$ cat src/rtl/rrp_pkg.sv
// ============================================================================
// Row record parser package
// Parser phases, tag and result codes, and the state and result records
// shared by the step logic and the top level.
// ============================================================================
package rrp_pkg;

    typedef enum logic [2:0] {
        PH_CNT_LO,
        PH_CNT_HI,
        PH_TAG,
        PH_FIXED,
        PH_BOOL,
        PH_TLEN,
        PH_TEXT,
        PH_TRAIL
    } phase_t;

    localparam logic [7:0] TAG_INT     = 8'd1;
    localparam logic [7:0] TAG_TEXT    = 8'd2;
    localparam logic [7:0] TAG_BOOLEAN = 8'd3;
    localparam logic [7:0] TAG_FLOAT   = 8'd4;

    typedef logic [2:0] kind_t;

    localparam kind_t KIND_INT   = 3'd0;
    localparam kind_t KIND_FLOAT = 3'd1;
    localparam kind_t KIND_BOOL  = 3'd2;
    localparam kind_t KIND_THDR  = 3'd3;
    localparam kind_t KIND_TBYTE = 3'd4;
    localparam kind_t KIND_EMPTY = 3'd6;
    localparam kind_t KIND_ERROR = 3'd7;

    typedef logic [1:0] err_code_t;

    localparam err_code_t ERR_TRUNCATED    = 2'd0;
    localparam err_code_t ERR_UNKNOWN_TAG  = 2'd1;
    localparam err_code_t ERR_INVALID_BOOL = 2'd2;
    localparam err_code_t ERR_TRAILING     = 2'd3;

    typedef struct packed {
        phase_t      phase;
        logic [3:0]  byte_index;
        logic [63:0] accumulator;
        logic [15:0] columns_total;
        logic [15:0] column_index;
        logic [31:0] text_remaining;
        logic [1:0]  current_type;
        logic        discarding;
    } parse_state_t;

    localparam parse_state_t PARSE_STATE_RESET = '{
        phase:          PH_CNT_LO,
        byte_index:     4'd0,
        accumulator:    64'd0,
        columns_total:  16'd0,
        column_index:   16'd0,
        text_remaining: 32'd0,
        current_type:   2'd0,
        discarding:     1'b0
    };

    typedef struct packed {
        logic        valid;
        kind_t       kind;
        logic [63:0] value;
        logic [15:0] column;
        err_code_t   error_code;
        logic        last;
    } result_t;

endpackage

$ cat src/rtl/rrp_step.sv
// ============================================================================
// Row record parser step
// Consumes one byte against the current parser state and produces the next
// state and at most one result.
// ============================================================================
module rrp_step (
    input  rrp_pkg::parse_state_t state_i,
    input  logic [7:0]            data_byte_i,
    input  logic                  end_of_record_i,
    output rrp_pkg::parse_state_t state_next_o,
    output rrp_pkg::result_t      result_o
);

    rrp_pkg::parse_state_t prov;
    logic                  have;
    logic                  err;
    rrp_pkg::err_code_t    code;
    rrp_pkg::kind_t        kind;
    logic [63:0]           value;
    logic [15:0]           col;

    logic [63:0] acc_merged;
    logic [3:0]  bi_inc;
    logic [15:0] col_inc;
    logic        last_col;
    logic [31:0] trem_dec;
    logic [15:0] count_full;
    logic        trunc;
    logic        err_any;

    assign acc_merged = state_i.accumulator
                      | ({56'd0, data_byte_i} << {state_i.byte_index[2:0], 3'b000});
    assign bi_inc     = state_i.byte_index + 4'd1;
    assign col_inc    = state_i.column_index + 16'd1;
    assign last_col   = (col_inc == state_i.columns_total);
    assign trem_dec   = (state_i.text_remaining != 32'd0) ? state_i.text_remaining - 32'd1
                                                          : 32'd0;
    assign count_full = {data_byte_i, state_i.columns_total[7:0]};

    always_comb begin
        prov  = state_i;
        have  = 1'b0;
        err   = 1'b0;
        code  = rrp_pkg::ERR_TRUNCATED;
        kind  = rrp_pkg::KIND_INT;
        value = '0;
        col   = '0;
        case (state_i.phase)
            rrp_pkg::PH_CNT_LO: begin
                prov.columns_total = {8'd0, data_byte_i};
                prov.phase         = rrp_pkg::PH_CNT_HI;
            end
            rrp_pkg::PH_CNT_HI: begin
                prov.columns_total = count_full;
                prov.column_index  = '0;
                if (count_full == 16'd0) begin
                    have       = 1'b1;
                    kind       = rrp_pkg::KIND_EMPTY;
                    prov.phase = rrp_pkg::PH_TRAIL;
                end else begin
                    prov.phase = rrp_pkg::PH_TAG;
                end
            end
            rrp_pkg::PH_TAG: begin
                prov.byte_index  = '0;
                prov.accumulator = '0;
                case (data_byte_i)
                    rrp_pkg::TAG_INT: begin
                        prov.current_type = rrp_pkg::KIND_INT[1:0];
                        prov.phase        = rrp_pkg::PH_FIXED;
                    end
                    rrp_pkg::TAG_FLOAT: begin
                        prov.current_type = rrp_pkg::KIND_FLOAT[1:0];
                        prov.phase        = rrp_pkg::PH_FIXED;
                    end
                    rrp_pkg::TAG_BOOLEAN: begin
                        prov.current_type = rrp_pkg::KIND_BOOL[1:0];
                        prov.phase        = rrp_pkg::PH_BOOL;
                    end
                    rrp_pkg::TAG_TEXT: begin
                        prov.current_type = rrp_pkg::KIND_THDR[1:0];
                        prov.phase        = rrp_pkg::PH_TLEN;
                    end
                    default: begin
                        err  = 1'b1;
                        code = rrp_pkg::ERR_UNKNOWN_TAG;
                        col  = state_i.column_index;
                    end
                endcase
            end
            rrp_pkg::PH_FIXED: begin
                prov.accumulator = acc_merged;
                prov.byte_index  = bi_inc;
                if (bi_inc[3]) begin
                    have              = 1'b1;
                    kind              = {2'b00, state_i.current_type[0]};
                    value             = acc_merged;
                    col               = state_i.column_index;
                    prov.column_index = col_inc;
                    prov.phase        = last_col ? rrp_pkg::PH_TRAIL : rrp_pkg::PH_TAG;
                end
            end
            rrp_pkg::PH_BOOL: begin
                col = state_i.column_index;
                if (data_byte_i > 8'd1) begin
                    err  = 1'b1;
                    code = rrp_pkg::ERR_INVALID_BOOL;
                end else begin
                    have              = 1'b1;
                    kind              = rrp_pkg::KIND_BOOL;
                    value             = {56'd0, data_byte_i};
                    prov.column_index = col_inc;
                    prov.phase        = last_col ? rrp_pkg::PH_TRAIL : rrp_pkg::PH_TAG;
                end
            end
            rrp_pkg::PH_TLEN: begin
                prov.accumulator = acc_merged;
                prov.byte_index  = bi_inc;
                if (bi_inc[3] || bi_inc[2]) begin
                    prov.text_remaining = acc_merged[31:0];
                    have                = 1'b1;
                    kind                = rrp_pkg::KIND_THDR;
                    value               = {32'd0, acc_merged[31:0]};
                    col                 = state_i.column_index;
                    if (acc_merged[31:0] == 32'd0) begin
                        prov.column_index = col_inc;
                        prov.phase = last_col ? rrp_pkg::PH_TRAIL : rrp_pkg::PH_TAG;
                    end else begin
                        prov.phase = rrp_pkg::PH_TEXT;
                    end
                end
            end
            rrp_pkg::PH_TEXT: begin
                have                = 1'b1;
                kind                = rrp_pkg::KIND_TBYTE;
                value               = {56'd0, data_byte_i};
                col                 = state_i.column_index;
                prov.text_remaining = trem_dec;
                if (trem_dec == 32'd0) begin
                    prov.column_index = col_inc;
                    prov.phase        = last_col ? rrp_pkg::PH_TRAIL : rrp_pkg::PH_TAG;
                end
            end
            default: begin
                err  = 1'b1;
                code = rrp_pkg::ERR_TRAILING;
                col  = state_i.column_index;
            end
        endcase
    end

    assign trunc   = !err && end_of_record_i && (prov.phase != rrp_pkg::PH_TRAIL);
    assign err_any = err || trunc;

    always_comb begin
        if (state_i.discarding) begin
            state_next_o = end_of_record_i ? rrp_pkg::PARSE_STATE_RESET : state_i;
        end else if (end_of_record_i) begin
            state_next_o = rrp_pkg::PARSE_STATE_RESET;
        end else begin
            state_next_o            = prov;
            state_next_o.discarding = err_any;
        end
    end

    always_comb begin
        result_o.valid = !state_i.discarding && (err_any || have);
        if (err_any) begin
            result_o.kind       = rrp_pkg::KIND_ERROR;
            result_o.value      = '0;
            result_o.column     = err ? col : prov.column_index;
            result_o.error_code = err ? code : rrp_pkg::ERR_TRUNCATED;
            result_o.last       = 1'b1;
        end else begin
            result_o.kind       = kind;
            result_o.value      = value;
            result_o.column     = col;
            result_o.error_code = rrp_pkg::ERR_TRUNCATED;
            result_o.last       = end_of_record_i;
        end
    end

endmodule

$ cat src/rtl/row_record_parser_core.sv
// ============================================================================
// Row record parser core
// Streaming decoder for serialized table rows, one byte per transaction.
//
//   channel | direction | handshake          | payload
//   s_      | in        | s_valid / s_ready  | s_data_byte, s_end_of_record
//   m_      | out       | m_valid / m_ready  | m_kind, m_value, m_column,
//           |           |                    | m_error_code, m_last
//
// One byte per cycle sustained while results are taken; the step logic sits
// between the input register and the result register that presents a result.
// Reset clears the input and result valid flags and the parser state.
// A stalled result holds the result register; the input register still takes
// one more byte, then s_ready drops until the result is taken.
// ============================================================================
module row_record_parser_core (
    input  logic        aclk,
    input  logic        aresetn,
    input  logic [7:0]  s_data_byte,
    input  logic        s_end_of_record,
    input  logic        s_valid,
    output logic        s_ready,
    output logic [2:0]  m_kind,
    output logic [63:0] m_value,
    output logic [15:0] m_column,
    output logic [1:0]  m_error_code,
    output logic        m_last,
    output logic        m_valid,
    input  logic        m_ready
);

    logic                  in_valid_reg;
    logic                  in_valid_next;
    logic [7:0]            data_reg;
    logic                  eor_reg;
    logic                  out_valid_reg;
    logic                  out_valid_next;
    rrp_pkg::result_t      result_reg;
    rrp_pkg::parse_state_t state_reg;
    rrp_pkg::parse_state_t state_next;
    rrp_pkg::result_t      step_result;
    logic                  fire;
    logic                  in_take;

    assign fire    = in_valid_reg && (!out_valid_reg || m_ready);
    assign s_ready = !in_valid_reg || fire;
    assign in_take = s_valid && s_ready;

    assign in_valid_next  = in_take ? 1'b1 : (fire ? 1'b0 : in_valid_reg);
    assign out_valid_next = (fire && step_result.valid) ? 1'b1
                          : (m_ready ? 1'b0 : out_valid_reg);

    rrp_step u_step (
        .state_i         (state_reg),
        .data_byte_i     (data_reg),
        .end_of_record_i (eor_reg),
        .state_next_o    (state_next),
        .result_o        (step_result)
    );

    always_ff @(posedge aclk) begin
        if (!aresetn) begin
            in_valid_reg  <= 1'b0;
            out_valid_reg <= 1'b0;
            state_reg     <= rrp_pkg::PARSE_STATE_RESET;
        end else begin
            in_valid_reg  <= in_valid_next;
            out_valid_reg <= out_valid_next;
            if (fire) begin
                state_reg <= state_next;
            end
        end
    end

    always_ff @(posedge aclk) begin
        if (in_take) begin
            data_reg <= s_data_byte;
            eor_reg  <= s_end_of_record;
        end
        if (fire && step_result.valid) begin
            result_reg <= step_result;
        end
    end

    assign m_valid      = out_valid_reg;
    assign m_kind       = result_reg.kind;
    assign m_value      = result_reg.value;
    assign m_column     = result_reg.column;
    assign m_error_code = result_reg.error_code;
    assign m_last       = result_reg.last;

endmodule
$ cat config.mk
export PLATFORM = sky130hd
export DESIGN_NAME = row_record_parser_core
export DESIGN_NICKNAME = d
export VERILOG_FILES = /design/src/rtl/rrp_pkg.sv /design/src/rtl/rrp_step.sv /design/src/rtl/row_record_parser_core.sv
export SDC_FILE = /design/constraint.sdc
export NUM_CORES = 1
export LEC_CHECK = 0
export ABC_AREA = 0
export BUFFER_PORTS_ARGS = -buffer_cell sky130_fd_sc_hd__buf_2
export CORE_AREA = 5 5 214 112
export CTS_CLUSTER_SIZE = 40
export DETAILED_ROUTE_END_ITERATION = 12
export DIE_AREA = 0 0 219 117
export PLACE_DENSITY = 0.74
export SYNTH_ARGS = -nofsm -noshare
export SYNTH_HDL_FRONTEND = slang
export SYNTH_SLANG_ARGS = --single-unit
$ cat constraint.sdc
create_clock -name aclk -period 11.5 [get_ports aclk]
set_input_delay 2.3 -clock aclk [delete_from_list [all_inputs] [get_ports aclk]]
set_output_delay 2.3 -clock aclk [all_outputs]
set_load 0.01 [all_outputs]
After elaboration in Yosys (flattened, before gate mapping)
Cells that the tools add are included.

cells by class
  magnitude comparators = 1
  add/subtract/negate cells = 3
  equal/unequal tests = 15
  shifts and indexed selects = 1
  reductions and logical operators = 40
  bitwise operators = 1
  mux-type cells = 55

operators by type and width
  operator                                                              count
  138-bit 2-to-1 mux                                                    3
  64-bit case mux with 4 select lines                                   1
  68-bit case mux with 2 select lines                                   1
  16-bit 2-to-1 mux                                                     8
  16-bit case mux with 5 select lines                                   1
  32-bit zero test                                                      2
  32-bit 2-to-1 mux                                                     2
  64-bit 2-to-1 mux                                                     1
  64-bit OR                                                             1
  16-bit case mux with 4 select lines                                   1
  32-bit case mux with 2 select lines                                   1
  8-bit by 6-bit << shifter with 64-bit output                          1
  48-bit 2-to-1 mux                                                     1
  16-bit case mux with 2 select lines                                   1
  32-bit nonzero test                                                   1
  32-bit by 1-bit subtractor with 32-bit output, second input constant  1
  3-bit 2-to-1 mux                                                      8
  3-bit case mux with 7 select lines                                    1
  19-bit 2-to-1 mux                                                     1
  16-bit by 1-bit adder with 16-bit output, second input constant       1
  16-bit == test                                                        1
  8-bit by 2-bit == test with 1-bit output, second input constant       2
  16-bit zero test                                                      1
  3-bit case mux with 5 select lines                                    1
  31 further kinds                                                      73

storage, ports and cells
  word-level logic and storage cells = 134
  bits in registers = 234
  output and inout bits = 88
  input bits = 13

Logic depth before layout (Yosys ltp)
Gate-level depths: netlist of run 1.

  word-level depth = 13
  mapped depth = 15
  mapped depth without buffers = 12

Hierarchy
Synthesis of run 1 repeated with hierarchy kept, for this count alone.

unflattened totals
  cell total of the unflattened synthesis = 1894
  area total of the unflattened synthesis = 14840.5 um^2

by module, submodules not included
  module                  sequential area each (um^2)  cells an instance  instances  area each (um^2)
  row_record_parser_core  5655.4                       706                1          8483.1
  rrp_step                0.0                          1188               1          6357.3

Worst setup path after synthesis of run 1
Ideal clock, no wire load.

  path kind = register -> register
  start = reg state_reg[3] (netlist bit)
  end = reg result_reg, in the netlist m_column[0], enable pin
  path slack = 1989 ps
  path buffers = 0
  period minus slack after synthesis = 9511 ps
  data arrival time = 8874 ps
  cell stages (with the launch flop) = 13
  path through = dfxtp_1 -> inv_1 -> ha_1 -> nor4b_2 -> nand3_1 -> xnor2_1 -> or4_1 -> or4_4 -> or3_1 -> a2bb2oi_1 -> o31a_1 -> nor2_1 -> nor3_1

on the way
  cells in the longest elaborated chain, start to end = 11
  elaborated cells on any way between the ends = 12
  classes of those cells = add/sub: 1; eq/ne: 1; mux: 3; reduce/logical: 7

RTL lines
  element                                                                               RTL line                      source
  start, declared                                                                       row_record_parser_core.sv:39  rrp_pkg::parse_state_t state_reg;
  start signal, assigned                                                                row_record_parser_core.sv:65  state_reg <= rrp_pkg::PARSE_STATE_RESET;
  start signal, assigned                                                                row_record_parser_core.sv:70  state_reg <= state_next;
  32-bit by 1-bit subtractor with 32-bit output or 32-bit nonzero test (tied branches)  rrp_step.sv:36                assign trem_dec = (state_i.text_remaining != 32'd0) ? state_i.text_remaining - 32'd1
  32-bit 2-to-1 mux *                                                                   rrp_step.sv:36
  32-bit zero test *                                                                    rrp_step.sv:139               if (trem_dec == 32'd0) begin
  3-bit 2-to-1 mux *                                                                    rrp_step.sv:139
  3-bit case mux with 7 select lines *                                                  rrp_step.sv:48                case (state_i.phase)
  3-bit inequality test *                                                               rrp_step.sv:152               assign trunc = !err && end_of_record_i && (prov.phase != rrp_pkg::PH_TRAIL);
  1-bit logical AND *                                                                   rrp_step.sv:152
  1-bit logical OR *                                                                    rrp_step.sv:153               assign err_any = err || trunc;
  1-bit logical OR *                                                                    rrp_step.sv:167               result_o.valid = !state_i.discarding && (err_any || have);
  1-bit logical AND *                                                                   rrp_step.sv:167
  1-bit logical AND *                                                                   row_record_parser_core.sv:80  if (fire && step_result.valid) begin
  end signal, assigned                                                                  row_record_parser_core.sv:81  result_reg <= step_result;
  end, declared                                                                         row_record_parser_core.sv:38  rrp_pkg::result_t result_reg;

Every way passes the cells marked *; elsewhere a longest branch is shown, timed or not.
A chain may end at the register's enable or synchronous reset.

Worst setup path after layout of run 1
  start = in m_ready
  end = out s_ready

on the way
  cells in the longest elaborated chain, start to end = 3

RTL lines
  element            RTL line                      source
  start, declared    row_record_parser_core.sv:29  input logic m_ready
  1-bit logical OR   row_record_parser_core.sv:45  assign fire = in_valid_reg && (!out_valid_reg || m_ready);
  1-bit logical AND  row_record_parser_core.sv:45
  1-bit logical OR   row_record_parser_core.sv:46  assign s_ready = !in_valid_reg || fire;
  end, declared      row_record_parser_core.sv:22  output logic s_ready,

Every way passes these cells.

==> results of run 1 <==
==> synthesized netlist by cell type (all sizes together), types with 3 or more instances <==
cell / count
nor2: 239
a21oi: 166
dfxtp: 139
edfxtp: 95
clkbuf: 94
nand2: 69
nor3: 65
nand3: 45
xnor2: 37
a22oi: 36
o21ai: 32
o22ai: 27
a21o: 17
nor4: 17
o211ai: 17
a31oi: 16
a32o: 15
nor2b: 15
inv: 14
or3: 14
a2111oi: 13
nand4: 12
xor2: 12
and2: 11
a211oi: 10
buf: 10
nor4b: 10
and3: 9
nor3b: 7
nand3b: 6
or4: 6
a311oi: 5
and4: 5
ha: 5
nand2b: 5
nor4bb: 5
o31ai: 5
or2: 4
mux2: 3
o2111ai: 3
o211a: 3
o31a: 3
o41ai: 3
==> critical path, delay by kind of cell <==
| family | cells | cell delay, ns |
|---|---|---|
| simple gates | 2 | 0.55 |
| buf+inv | 2 | 0.28 |
==> layout make-up <==
cell class	count	area share (%)
clock buffers	30	4.479
clock inverters	10	0.9015
inverters	16	0.4650
multi-input cells	997	43.62
flip-flops and latches	234	42.74
well taps	307	2.913
repair buffers	119	4.878
==> worst paths after layout <==
kind                  startpoint              to  slack (ns)  cells past startpoint
hold / removal    state_reg[116]  state_reg[116]        0.47                      2
setup reg to reg   state_reg[35]       m_kind[2]        6.45                     11
hold reg to reg   state_reg[116]  state_reg[116]        0.47                      2
setup / recovery         m_ready         s_ready        6.08                      4
==> power breakdown <==
part / internal (uW) / leakage (uW) / switching [uW] / total [uW]
Combinational: 17.7 / 0.00237 / 51.7 / 69.5
Clock: 410 / 0.000348 / 333 / 743
Sequential: 868 / 0.00211 / 16.5 / 884
==> metrics by stage <==
step	worst slack [ns]	cells
final	6.081	1713
after global routing	5.996	1713
after CTS	6.081	1713
after detailed placement	6.091	1673
after global placement	6.082	1673
after floorplan	1.989	1351
==> metal layers <==
layer	routed length, um	GRT usage, %	share of wire (%)	up-vias
met3	6577	12.64	17	74
li1	-	-	-	5056
met4	609	4.640	1.5	0
met1	17520	47.77	44	5413
met2	14690	39.07	37	750
met5	0	0	0	-
==> cell families after synthesis <==
| group | count (synthesis) | synth area share (%) |
|---|---|---|
| simple gates | 550 | 22.68 |
| compound gates | 388 | 21.05 |
| flops | 234 | 47.65 |
| buf+inv | 120 | 3.999 |
| xor+xnor | 49 | 3.629 |
| mux | 5 | 0.4549 |
| fa+ha+maj | 5 | 0.5290 |
==> impl_metrics.ini, run 1 <==
[status]
status = finished, final reports clean

[timing]
fin_crit_ns = 5.419
post-route-period-util_pct = 47.13
rsz0062_at_grt = false
worst-slew-pin-transition_ns = 1.336
fin_skew_ns = 0.01719
max_freq_mhz = 184.5
whs_ns = 0.4705
drv_slew = 0
finalSetupViolCount = 0
relSlewSlack_pct = 10.23
tns_ns = 0
finalHoldViolations = 0

[logic_synthesis]
synth_cell_types = 73
synth_edf_count = 95
yosysTopAreaCellShare_pct = 24.12
synth.avg_cell_area_um2 = 8.754
synth_area_mm2 = 0.01183
synth_cells = 1351
ys_ff_latch = 234
yosysWarnings = 0
synth_ff_type = dfxtp_1
synthesis.nets = 1369
yosysTopAreaCell = edfxtp_1
async_flop_share_pct = 0
ys_seq_area_share_pct = 47.65
synth_area_leaders = edfxtp_1 24%, dfxtp_1 24%, nor2_1 7.6%

[setup_path]
max_stage_delay_ns = 0.37
arrival_ns = 3.12
worstPathRequired_ns = 9.20
critPathMaxFanout = 5
cp_cell_sequence = buf_2, nor2b_1, nand2_1, buf_2
crit_slowest_cell = nor2b_1
crit_path_end_kind = output pin
worst_path_most_repeated_cell = buf_2
worstSetupStartpointType = input pin
crit_type = in2out

[global_route]
grt_pass1_wl_um = 60540
grt_max_degree = 65
antenna_found_initial = 0
grt_pass1_vias = 10140
overflow = 0
grtUsageTotal_pct = 30.46

[die]
dieWidth_um = 219
io_pins = 101
dieArea_mm2 = 0.02562
row_count = 39
die_h_um = 117
start_util_pct = 53.38
core-area_mm2 = 0.02215

[cells_and_area]
area_delta_synth_final_pct = 11.49
multi_input_area_mm2 = 0.005752
largest_reg_flops = 137
nets = 1408
fillerInstances = 1979
postLayoutCellArea_mm2 = 0.01319
layout-drive-gt1-share_pct = 12.59
final_cell_mix = 239 x nor2_1, 166 x a21oi_1, 139 x dfxtp_1, 100 x buf_2, 95 x edfxtp_1
diodes = 0
postLayoutCoreUtil_pct = 59.52
final_common_cell = nor2_1
ff_latch_area_mm2 = 0.005635

[routing]
drc = 0
drtPass1Iterations = 5
routed_wl_um = 39400
vias = 11290
vias_per_cell = 6.593
wire_per_inst_um = 23.00
ant_nets = 0
drt_iter0_markers = 1698

[power]
power.density_mw_per_mm2 = 128.7
ir_drop_mv = 0.07598
total_power_uw = 1697
cellLeakagePower_uw = 0.004824

[min_path]
hold_path.class = reg2reg

[clocking]
cts.sink_count = 234
tritoncts = built
clkTransAtPathRegs_ns = 0.06
cts_buffers = 22
cts-root-buf = clkbuf_16
clock_latency_ns = 0.54
post_cts_buffers = 0
htree_levels = 1
clockBufferDepth = 3
cts_resized = 0
holdBufCountCts = 0

[place]
place_area_mm2 = 0.01247
place_hpwl_um = 27470
place_congestion = 1.010
io_buffers = 100

[flow_run]
maxCapViolations = 0
Note: power is estimated with default switching activity, not from simulation.
==> run 2: changes to the inputs <==
--- a/config.mk
+++ b/config.mk
@@ -5,13 +5,13 @@
 export SDC_FILE = /design/constraint.sdc
 export NUM_CORES = 1
 export LEC_CHECK = 0
-export ABC_AREA = 0
+export ABC_AREA = 1
 export BUFFER_PORTS_ARGS = -buffer_cell sky130_fd_sc_hd__buf_2
-export CORE_AREA = 5 5 214 112
+export CORE_AREA = 5 5 232 121
 export CTS_CLUSTER_SIZE = 40
 export DETAILED_ROUTE_END_ITERATION = 12
-export DIE_AREA = 0 0 219 117
-export PLACE_DENSITY = 0.74
+export DIE_AREA = 0 0 237 126
+export PLACE_DENSITY = 0.73
 export SYNTH_ARGS = -nofsm -noshare
 export SYNTH_HDL_FRONTEND = slang
 export SYNTH_SLANG_ARGS = --single-unit
==> constraint.sdc (replaced) <==
create_clock -name aclk -period 5.6 [get_ports aclk]
set_input_delay 1.12 -clock aclk [delete_from_list [all_inputs] [get_ports aclk]]
set_output_delay 1.12 -clock aclk [all_outputs]
set_load 0.01 [all_outputs]
==> run 2 against run 1 <==
Compared with the run above:
- sequential cell count stayed put
- sequential power is 110% higher
- synthesized cell count is 44% higher
- final cell count is 37% higher
- area after synthesis is 18% higher
- core utilization is 0.20 points lower
- via count is 28% higher
- clock power is 130% higher
- clock skew is 0.0046 ns lower
- register-to-register slack worse by 5.9 ns
- first-iteration DRC count is 73% higher
- routed wire length is 24% higher
- largest power group unchanged
==> impl_metrics.ini, run 2 <==
[status]
status = finished, final reports clean

[clocking]
clkTransAtPathRegs_ns = 0.07
cts_resized = 0
htree_levels = 1
post_cts_buffers = 0
cts.sink_count = 234
clockBufferDepth = 3
clock_latency_ns = 0.54
cts-root-buf = clkbuf_16
tritoncts = built
cts_buffers = 23
holdBufCountCts = 0

[logic_synthesis]
synth_cell_types = 49
synthAdderAreaFrac_pct = 0.4475
synth_compound_area_share_pct = 17.14
synth_ff_type = dfxtp_1
synth_common_cells = 445 x nand2_1, 225 x nand3_1, 202 x nor2_1
yosysMostFrequentCell = nand2_1
synthesis.nets = 1963
async_flop_share_pct = 0
synth.avg_cell_area_um2 = 7.187
synth_xor_area_share_pct = 0.5639
ys_seq_area_share_pct = 40.31
yosysWarnings = 0
yosys.area_share.simple_pct = 32.96
yosysTopAreaCell = edfxtp_1
synth_cells = 1945
synthMuxAreaShare_pct = 0
ys_ff_latch = 234
synth_edf_count = 95
synth_area_mm2 = 0.01398
synth_area_leaders = edfxtp_1 20%, dfxtp_1 20%, nand2_1 12%
yosysTopAreaCellShare_pct = 20.41
synth_top_family_by_area = simple AND/OR/NAND/NOR gates

[setup_path]
crit_path_end_kind = flip-flop
worstRegToRegCells = 17
crit_type = reg2reg
crit-reg2reg-launch = state_reg[132]
critPathMaxFanout = 57
rr_endpoint = m_value[34]
reg2reg_setup_slack_ns = 0.58
arrival_ns = 5.26
worstSetupStartpointType = flip-flop
worstPathRequired_ns = 5.84

[min_path]
hold_path.class = reg2reg
hold_path_depth = 2
hold-path-endpoint = state_reg[108]
hp-start = state_reg[108]

[cells_and_area]
diodes = 0
layout-drive-gt1-share_pct = 14.03
nets = 1989
final_cell_mix = 445 x nand2_1, 225 x nand3_1, 198 x nor2_1, 167 x a21oi_1, 139 x dfxtp_1
postLayoutCoreUtil_pct = 59.32
fillerInstances = 2377
multi_input_area_mm2 = 0.007186
largest_reg_flops = 137
final_common_cell = nand2_1
ff_latch_area_mm2 = 0.005635
area_delta_synth_final_pct = 9.925

[power]
power.density_mw_per_mm2 = 263.2
internal_power_uw = 2918
p_comb_share_pct = 13.0
power.switching_uw = 1127
ir_drop_mv = 0.1941
cellLeakagePower_uw = 0.006422
p_clk_share_pct = 41.5
p_seq_share_pct = 45.5
total_power_uw = 4045
switching_share_pct = 27.87

[routing]
drtPass1Iterations = 7
drc = 0
routed_wl_um = 48890
ant_nets = 0
vias_per_cell = 6.198
drt_iter0_markers = 2936
wire_per_inst_um = 20.89
vias = 14500

[place]
place_hpwl_um = 35260
io_buffers = 100
place_congestion = 1.111

[die]
io_pins = 101
dieWidth_um = 237
die_h_um = 126
row_count = 42
dieArea_mm2 = 0.02986
start_util_pct = 53.96
core-area_mm2 = 0.02591

[global_route]
grt_pass1_wl_um = 74100
grtUsageTotal_pct = 31.21
grt_pass1_vias = 12630
grt_max_degree = 84
antenna_found_initial = 0
overflow = 0

[timing]
drv_slew = 0
post-route-period-util_pct = 89.62
fin_skew_ns = 0.01255
rsz0062_at_grt = false
relSlewSlack_pct = 23.35
fin_crit_ns = 5.019
whs_ns = 0.4662
finalSetupViolCount = 0
tns_ns = 0
worst-slew-pin-transition_ns = 1.149
max_freq_mhz = 199.3
finalHoldViolations = 0

[flow_run]
maxCapViolations = 0
-- run 2: changes by cell type in the layout (fill, tap and decap cells not counted), moves of 16 or more --
cell and change:
a22oi_1 -29, inv_1 +124, nand2_1 +378, nand2_2 +16
nand3_1 +180, nor2_1 -41, nor2_2 +20, nor3_1 -42
nor3_2 +32, o211a_1 +16, o21ai_0 +63, o21ai_1 +16
o22ai_1 -20, xnor2_1 -36
-- run 2: per-stage QoR --
stage / std cells / setup slack (ns) / instance area [um^2]
after floorplan: 1945 / 1.418 / 13980
after global placement: 2298 / 0.9431 / 14560
after detailed placement: 2298 / 0.7855 / 14560
after CTS: 2340 / 0.7601 / 15370
after global routing: 2340 / 0.1386 / 15370
final: 2340 / 0.5814 / 15370
-- run 2: area by class of cell --
type                       instances  share of cell area [%]
timing repair buffer             125                   4.560
multi-input combinational       1429                   46.76
sequential                       234                   36.67
tap                              352                   2.866
inverter                         158                   3.892
clock buffer                      34                   4.608
clock inverter                     8                  0.6432
-- run 2: worst max-delay path by stage --
stage / from / to / slack, ns / cells after the start
2_1_floorplan: state_reg[3] / m_column[0] / 1.42 / 20
3_3_place_gp: state_reg[132] / m_value[46] / 0.94 / 17
3_5_place_dp: state_reg[132] / m_value[46] / 0.79 / 17
4_1_cts: state_reg[132] / m_value[34] / 0.76 / 17
5_1_grt: state_reg[132] / m_value[34] / 0.14 / 17
6_report: state_reg[132] / m_value[34] / 0.58 / 17
-- run 2: power by group through the flow --
stage | sequential, uW | combinational (uW) | clock [uW]
after floorplan | 1870 | 354 | 0
after global placement | 1870 | 493 | 0
after detailed placement | 1880 | 499 | 0
after CTS | 1840 | 502 | 1690
after global routing | 1840 | 565 | 1760
final | 1840 | 524 | 1680
-- run 2: logic make-up (layout without fill, tap and decap cells) --
logic type,after synthesis,count (layout)
compound gates,406,406
xor+xnor,9,9
fa+ha+maj,5,5
buf+inv,282,325
flops,234,234
simple gates,1009,1009
-- run 2: routing by layer --
| layer | wire length, um | vias up | part of all wire, % | GRT usage, % |
|---|---|---|---|---|
| met2 | 17250 | 1034 | 35 | 37.10 |
| met3 | 8941 | 91 | 18 | 12.78 |
| li1 | - | 6622 | - | - |
| met4 | 981 | 2 | 2.0 | 5.561 |
| met5 | 56 | - | 0.11 | 1.435 |
| met1 | 21670 | 6754 | 44 | 51.06 |
-- run 2: critical path, stage by stage (launching register included) --
cell	delay, ns
dfxtp_1	0.75
nand2_2	0.24
o21ai_0	0.20
nand2_1	0.10
nor2_1	0.50
inv_2	0.39
nand3_1	0.18
buf_4	0.28
a21oi_1	0.13
nand2_1	0.10
nor2_2	0.04
a21oi_1	0.18
nand2_2	0.08
nand2_4	0.36
nand2_1	0.09
nand2_1	0.13
clkinv_2	0.48
buf_12	0.40
